[src/rtl/spq_pkg.sv]
`timescale 1ns / 1ps
`default_nettype none

package spq_pkg;

   // Request kinds carried in req_tuser.
   localparam logic KIND_ENQ = 1'b0;
   localparam logic KIND_DEQ = 1'b1;

   // Result status carried in rsp_tuser.
   typedef enum logic [1:0] {
      ST_ENQUEUED = 2'd0,
      ST_DEQUEUED = 2'd1,
      ST_EMPTY    = 2'd2,
      ST_FULL     = 2'd3
   } status_type;

   // Command broadcast to every cell of the row.
   typedef struct packed {
      logic enq;
      logic deq;
   } ctrl_type;

endpackage

`default_nettype wire

[src/rtl/spq_cell.sv]
`timescale 1ns / 1ps
`default_nettype none

module spq_cell #(
   parameter int KEY_BITS    = 8,
   parameter int HANDLE_BITS = 32
) (
   input  wire                         clock,
   input  spq_pkg::ctrl_type           ctrl,
   input  wire  [KEY_BITS-1:0]         new_key,
   input  wire  [HANDLE_BITS-1:0]      new_handle,
   input  wire                         occupied,
   input  wire                         left_take,
   input  wire  [KEY_BITS-1:0]         left_key,
   input  wire  [HANDLE_BITS-1:0]      left_handle,
   input  wire  [KEY_BITS-1:0]         right_key,
   input  wire  [HANDLE_BITS-1:0]      right_handle,
   output logic                        take,
   output logic [KEY_BITS-1:0]         key,
   output logic [HANDLE_BITS-1:0]      handle
);

   logic [KEY_BITS-1:0]    key_ff;
   logic [KEY_BITS-1:0]    key_in;
   logic [HANDLE_BITS-1:0] handle_ff;
   logic [HANDLE_BITS-1:0] handle_in;

   // An empty cell behaves as if it held an infinitely large key, so the
   // new entry lands right after the last entry with a key not above it.
   assign take = !occupied || (key_ff > new_key);

   always_comb begin
      key_in    = key_ff;
      handle_in = handle_ff;
      if (ctrl.enq && take) begin
         if (left_take) begin
            key_in    = left_key;
            handle_in = left_handle;
         end else begin
            key_in    = new_key;
            handle_in = new_handle;
         end
      end else if (ctrl.deq) begin
         key_in    = right_key;
         handle_in = right_handle;
      end
   end

   always_ff @(posedge clock) begin
      key_ff    <= key_in;
      handle_ff <= handle_in;
   end

   assign key    = key_ff;
   assign handle = handle_ff;

endmodule

`default_nettype wire

[src/rtl/stable_priority_queue.sv]
`timescale 1ns / 1ps
`default_nettype none
// Result: registered; it appears in the cycle after its request transaction is accepted.
// Throughput: one transaction per cycle; every cell compares and shifts in the
// same cycle. A waiting result blocks new requests until it is taken, and a new
// request is accepted in the same cycle as the waiting result is taken.
// Reset: synchronous; clears the entry count and the output valid. Cell contents
// are not reset and are only read below the entry count.
module stable_priority_queue #(
   parameter int DEPTH       = 16,
   parameter int KEY_BITS    = 8,
   parameter int HANDLE_BITS = 32
) (
   input  wire  clock,
   input  wire  reset,
   input  wire  req_tvalid,
   output logic req_tready,
   // kind
   input  wire  [0:0] req_tuser,
   // key, handle
   input  wire  [((KEY_BITS+HANDLE_BITS+7)/8)*8-1:0] req_tdata,
   output logic rsp_tvalid,
   input  wire  rsp_tready,
   // status
   output logic [1:0] rsp_tuser,
   // out_key, out_handle, occupancy
   output logic [((KEY_BITS+HANDLE_BITS+$clog2(DEPTH+1)+7)/8)*8-1:0] rsp_tdata
);

   localparam int CNT_W = $clog2(DEPTH + 1);
   localparam int RSP_W = ((KEY_BITS + HANDLE_BITS + CNT_W + 7) / 8) * 8;

   logic                   accept;
   logic                   req_kind;
   logic [KEY_BITS-1:0]    req_key;
   logic [HANDLE_BITS-1:0] req_handle;
   logic                   full;
   logic                   empty;
   spq_pkg::ctrl_type      ctrl;

   logic [CNT_W-1:0]       count_ff;
   logic [CNT_W-1:0]       count_in;

   logic                   rsp_valid_ff;
   logic                   rsp_valid_in;
   spq_pkg::status_type    status_ff;
   spq_pkg::status_type    status_in;
   logic [KEY_BITS-1:0]    out_key_ff;
   logic [KEY_BITS-1:0]    out_key_in;
   logic [HANDLE_BITS-1:0] out_handle_ff;
   logic [HANDLE_BITS-1:0] out_handle_in;
   logic [CNT_W-1:0]       occupancy_ff;

   logic [DEPTH-1:0]       cell_occ;
   logic [DEPTH-1:0]       cell_take;
   logic [KEY_BITS-1:0]    cell_key    [DEPTH];
   logic [HANDLE_BITS-1:0] cell_handle [DEPTH];

   assign req_kind   = req_tuser[0];
   assign req_key    = req_tdata[KEY_BITS-1:0];
   assign req_handle = req_tdata[KEY_BITS+HANDLE_BITS-1:KEY_BITS];

   assign req_tready = !rsp_valid_ff || rsp_tready;
   assign accept     = req_tvalid && req_tready;
   assign full       = (count_ff == CNT_W'(DEPTH));
   assign empty      = (count_ff == '0);

   assign ctrl.enq = accept && (req_kind == spq_pkg::KIND_ENQ) && !full;
   assign ctrl.deq = accept && (req_kind == spq_pkg::KIND_DEQ) && !empty;

   generate
      for (genvar i = 0; i < DEPTH; i++) begin : g_cell
         localparam logic [CNT_W-1:0] IDX = CNT_W'(i);
         logic                   l_take;
         logic [KEY_BITS-1:0]    l_key;
         logic [HANDLE_BITS-1:0] l_handle;
         logic [KEY_BITS-1:0]    r_key;
         logic [HANDLE_BITS-1:0] r_handle;

         assign cell_occ[i] = (IDX < count_ff);

         if (i == 0) begin : g_head
            assign l_take   = 1'b0;
            assign l_key    = cell_key[i];
            assign l_handle = cell_handle[i];
         end else begin : g_body
            assign l_take   = cell_take[i-1];
            assign l_key    = cell_key[i-1];
            assign l_handle = cell_handle[i-1];
         end

         if (i == DEPTH - 1) begin : g_tail
            assign r_key    = cell_key[i];
            assign r_handle = cell_handle[i];
         end else begin : g_inner
            assign r_key    = cell_key[i+1];
            assign r_handle = cell_handle[i+1];
         end

         spq_cell #(
            .KEY_BITS    (KEY_BITS),
            .HANDLE_BITS (HANDLE_BITS)
         ) u_cell (
            .clock        (clock),
            .ctrl         (ctrl),
            .new_key      (req_key),
            .new_handle   (req_handle),
            .occupied     (cell_occ[i]),
            .left_take    (l_take),
            .left_key     (l_key),
            .left_handle  (l_handle),
            .right_key    (r_key),
            .right_handle (r_handle),
            .take         (cell_take[i]),
            .key          (cell_key[i]),
            .handle       (cell_handle[i])
         );
      end
   endgenerate

   always_comb begin
      count_in = count_ff;
      if (ctrl.enq) begin
         count_in = count_ff + CNT_W'(1);
      end else if (ctrl.deq) begin
         count_in = count_ff - CNT_W'(1);
      end
   end

   always_comb begin
      out_key_in    = '0;
      out_handle_in = '0;
      if (req_kind == spq_pkg::KIND_ENQ) begin
         status_in = full ? spq_pkg::ST_FULL : spq_pkg::ST_ENQUEUED;
      end else if (empty) begin
         status_in = spq_pkg::ST_EMPTY;
      end else begin
         status_in     = spq_pkg::ST_DEQUEUED;
         out_key_in    = cell_key[0];
         out_handle_in = cell_handle[0];
      end
   end

   always_comb begin
      rsp_valid_in = rsp_valid_ff;
      if (accept) begin
         rsp_valid_in = 1'b1;
      end else if (rsp_tready) begin
         rsp_valid_in = 1'b0;
      end
   end

   always_ff @(posedge clock) begin
      if (reset) begin
         count_ff     <= '0;
         rsp_valid_ff <= 1'b0;
      end else begin
         count_ff     <= count_in;
         rsp_valid_ff <= rsp_valid_in;
      end
   end

   always_ff @(posedge clock) begin
      if (accept) begin
         status_ff     <= status_in;
         out_key_ff    <= out_key_in;
         out_handle_ff <= out_handle_in;
         occupancy_ff  <= count_in;
      end
   end

   assign rsp_tvalid = rsp_valid_ff;
   assign rsp_tuser  = status_ff;
   assign rsp_tdata  = RSP_W'({occupancy_ff, out_handle_ff, out_key_ff});

   // Stored entries must stay in ascending key order.
   logic [DEPTH-2:0] order_ok;
   generate
      for (genvar j = 0; j < DEPTH - 1; j++) begin : g_order
         assign order_ok[j] = !cell_occ[j+1] || (cell_key[j] <= cell_key[j+1]);
      end
   endgenerate

   a_count_bound : assert property (@(posedge clock) disable iff (reset)
      count_ff <= CNT_W'(DEPTH))
      else $error("entry count exceeds depth");

   a_sorted : assert property (@(posedge clock) disable iff (reset)
      &order_ok)
      else $error("stored keys out of order");

   a_result_follows : assert property (@(posedge clock) disable iff (reset)
      accept |=> rsp_valid_ff)
      else $error("accepted transaction produced no result");

   a_empty_deq : assert property (@(posedge clock) disable iff (reset)
      (accept && (req_kind == spq_pkg::KIND_DEQ) && empty)
      |=> (status_ff == spq_pkg::ST_EMPTY) && (count_ff == '0))
      else $error("dequeue from empty queue mishandled");

endmodule

`default_nettype wire

[config.mk]
export PLATFORM = sky130hd
export DESIGN_NAME = stable_priority_queue
export DESIGN_NICKNAME = d
export VERILOG_FILES = /design/src/rtl/spq_pkg.sv /design/src/rtl/spq_cell.sv /design/src/rtl/stable_priority_queue.sv
export SDC_FILE = /design/constraint.sdc
export NUM_CORES = 2
export LEC_CHECK = 0
export BUFFER_PORTS_ARGS = -buffer_cell sky130_fd_sc_hd__buf_2
export CELL_PAD_IN_SITES_DETAIL_PLACEMENT = 1
export CELL_PAD_IN_SITES_GLOBAL_PLACEMENT = 2
export CORE_UTILIZATION = 40
export CTS_CLUSTER_DIAMETER = 80
export DETAILED_ROUTE_END_ITERATION = 12
export PLACE_DENSITY = 0.81
export SETUP_SLACK_MARGIN = 0.2
export SYNTH_ARGS = -nofsm -noshare
export SYNTH_HDL_FRONTEND = slang
export SYNTH_SLANG_ARGS = --single-unit
export TNS_END_PERCENT = 5
[constraint.sdc]
create_clock -name clock -period 3.8 [get_ports clock]
set_clock_uncertainty 0.15 [all_clocks]
set_input_delay 0.38 -clock clock [delete_from_list [all_inputs] [get_ports clock]]
set_output_delay 0.38 -clock clock [all_outputs]
set_load 0.05 [all_outputs]
==> metrics.md <==
| Metric | Value |
|---|---|
| Status | complete, no violations |
| Worst-path clk slew | 60 ps |
| Final net count | roughly 3400 |
| Kind of critical path | reg2reg |
| RR Endpoint | g_cell[0].u_cell.handle[15] |
| 1st-iter DRT viols | roughly 2100 |
| Largest fanout on the critical path | 40 |
| WP data arrival | roughly 3400 ps |
| Sequential-to-total area share from yosys stat | 0.554 |
| Reg2reg setup slack | 540 ps |
| Grt ovf | 0 |
| Count leader, synth | edfxtp_1 |
| Die height | 308 um |
| TritonCTS Buffers | around 80 |
| Share of the synthesized area in the top cell type | 0.551 |
| Clock Latency Late Sink | 640 ps |
| Synth top area cells | edfxtp_1 55%, mux2i_1 14%, o21ai_0 7.2% |
| First-pass GRT wire length | 174 mm |
| Hold Crit Depth | 3 |
| Final hold vios | 0 |
| Final WL | 114 mm |
| Final min period | 3260 ps |
| Clock Sinks | 693 |
| Routability cong. | 0.864 |
| Deepest clock path buffer count | 3 |
| Worst-Margin Slew | between 800 and 900 ps |
| Via count | 26400 |
| Commonest cells in the netlist | 687 x edfxtp_1, 535 x o21ai_0, 508 x mux2i_1 |
| PortBufs | 93 |
| FFs w/ async S/R, synth | 0 |
| PD cells | ~570 mW/mm2 |
| N_diodes | 0 |
| Vias in the first global route | 28500 |
| Filler instances | 9668 |
| Worst flop-to-flop path startpoint | count_ff[1] |
| Routed Antenna Nets | 0 |
| Synthesized area | ~0.037 mm2 |
| Worst Hold Class | in2reg |
| Yosys reg bits | 693 |
| Area after DPL | 0.0399 mm2 |
| Fin crit share | 0.858 |
| Post-CTS Resized | 0 |
| Core Region | 0.0922 mm2 |
| Synthesized instance count | ~3200 |
| Yosys cell types | 53 |
| Placement Setup Slack | between 300 and 400 ps |
| Number of slew-limit violations in the final report | 0 |
| Lkg Pwr | 16.2 nW |
| CTS root buffer | clkbuf_16 |
| Number of max-cap violations | 0 |
| Design area | roughly 0.042 mm2 |
| Post-route setup slack | 538 ps |
| Row Count | 111 |
| Peak Freq | between 0.3 and 0.4 GHz |
| Final Setup Violations | 0 |
| Initial Util | 0.406 |
| Die area | 0.0948 mm2 |
| Syn_area_per_cell | approximately 12 um2 |
| Slew HR | 0.426 |
| Vias per inst | 5.83 |
| Synth warn | 0 |
| TritonCTS clock tree | done |
| Initial antenna violation count | 2 |
| Hold_ws | 34.6 ps |
| Worst Path Required | 3890 ps |
| Leading area contributor after synthesis | edfxtp_1 |
| Peak VDD IR | 0.307 mV |
| All-Layer GR Usage | 0.238 |
| CP startpoint kind | register |
| Dpl hpwl | 75.8 mm |
| Predominant post-synthesis flop cell | edfxtp_1 |
| Total power | 24.1 mW |
| TNS Setup | 0 ps |
| R2R cell count | 9 |
| Wirelength per Cell | 25.1 um |
| Die width | a little over 300 um |
| Drt drc | 0 |
| Hold wc startpoint | rsp_tready |
| Unrepaired setup endpoints after global routing | false |
| Setup crit end kind | register |
| Share of layout cells above drive strength 1 | 0.162 |
| Htree depth | 3 |
| Hold endpoint | rsp_tvalid |
| Largest net degree at the start of global routing | 81 |
| First-pass DRT Iterations | 5 |
| Area growth syn-to-layout | 13.1% |
| Ports | 97 |
| EDFF count, synth | 687 |
-- cell families (layout without fill, tap and decap cells) --
family,Yosys count,in the layout,share of synthesized area
other,1,3,0.000100
XOR/XNOR,4,4,0.000936
multiplexers,666,666,0.187
adder cells (fa/ha/maj),132,132,0.0441
buffers and inverters,269,379,0.0317
AND/OR/NAND/NOR,647,647,0.0751
flip-flops,693,693,0.554
AO/OA/AOI/OAI,756,756,0.106
-- area by class of cell --
type | count | area (um2) | area share
clock buffer | 97 | 2090 | 0.0493
clock inverter | 44 | 315 | 0.00745
inverter | 29 | 109 | 0.00257
multi-input combinational | 2208 | 15700 | 0.372
sequential | 693 | 20700 | 0.490
tap | 1243 | 1560 | 0.0368
timing repair buffer | 209 | 1760 | 0.0415
-- cells in the final DEF, fill, tap and decap left out, types with 4 or more instances in the layout --
master / count
edfxtp_1: 687
o21ai_0: 535
mux2i_1: 508
nand2_1: 387
a21oi_1: 154
ha_1: 132
mux2_2: 119
nor2_1: 93
buf_2: 93
clkbuf_16: 81
buf_4: 80
and2_1: 42
mux2_4: 39
buf_12: 33
inv_1: 28
nor2b_1: 27
nand4_1: 26
o211ai_1: 17
clkinv_1: 17
nand2_2: 16
nor3_1: 16
clkbuf_1: 16
clkinv_2: 16
nand2b_1: 8
o21a_1: 7
a21o_1: 7
nor3_2: 6
o31ai_4: 6
dfxtp_1: 6
or2_2: 5
and4_1: 4
o22ai_1: 4
a21oi_4: 4
-- report_power, final --
group,switching [mW],total (mW),internal [mW]
Clock,3.21,7.32,4.11
Combinational,3.71,5.86,2.15
Sequential,0.767,10.9,10.2
Total,7.69,24.1,16.4
-- state kept, by name (all words and copies together), names as in the netlist --
| name | count |
|---|---|
| g_cell.u_cell.key | 128 |
| out_key_ff | 8 |
| count_ff | 5 |
| out_handle_ff | 32 |
| rsp_tvalid | 1 |
| g_cell.u_cell.handle | 512 |
| occupancy_ff | 5 |
| rsp_tuser | 2 |
-- metrics by stage --
step                instances  utilization
floorplan                3170            -
global placement         4379        0.433
detailed placement       4379        0.433
CTS                      4523        0.459
global route             4523        0.459
finish                   4523        0.459
-- worst max-delay path: stages (launching register included) --
cell and delay, ps:
dfxtp_1 570, inv_1 180, ha_1 230, nand4bb_1 220
nand2b_1 160, nor2_2 100, buf_4 370, nand2_4 110
nand2_2 70, buf_4 640
-- worst max path at each step --
stage	startpoint	endpoint	depth (start not counted)
2_1_floorplan	rsp_tvalid	g_cell[0].u_cell.handle[0]	6
3_3_place_gp	req_tdata[0]	g_cell[2].u_cell.handle[6]	9
3_5_place_dp	req_tdata[2]	g_cell[6].u_cell.handle[3]	11
4_1_cts	count_ff[1]	g_cell[0].u_cell.handle[15]	9
5_1_grt	count_ff[1]	g_cell[0].u_cell.handle[15]	9
6_report	count_ff[1]	g_cell[0].u_cell.handle[15]	9
-- routing by layer --
metal,up-vias,share of wire,track usage
li1,11900,-,-
met1,13700,0.46,0.328
met2,630,0.48,0.397
met3,143,0.044,0.0284
met4,2,0.022,0.0635
met5,-,0.000088,0
-- what timing repair did --
item / 4_1_cts / 5_1_grt
setup endpoints to repair: 0 / 0
setup buffers: 0 / 0
endpoints found under the hold margin: 8 / 0
hold buffers: 3 / 0
Note: power is estimated with default switching activity, not from simulation.
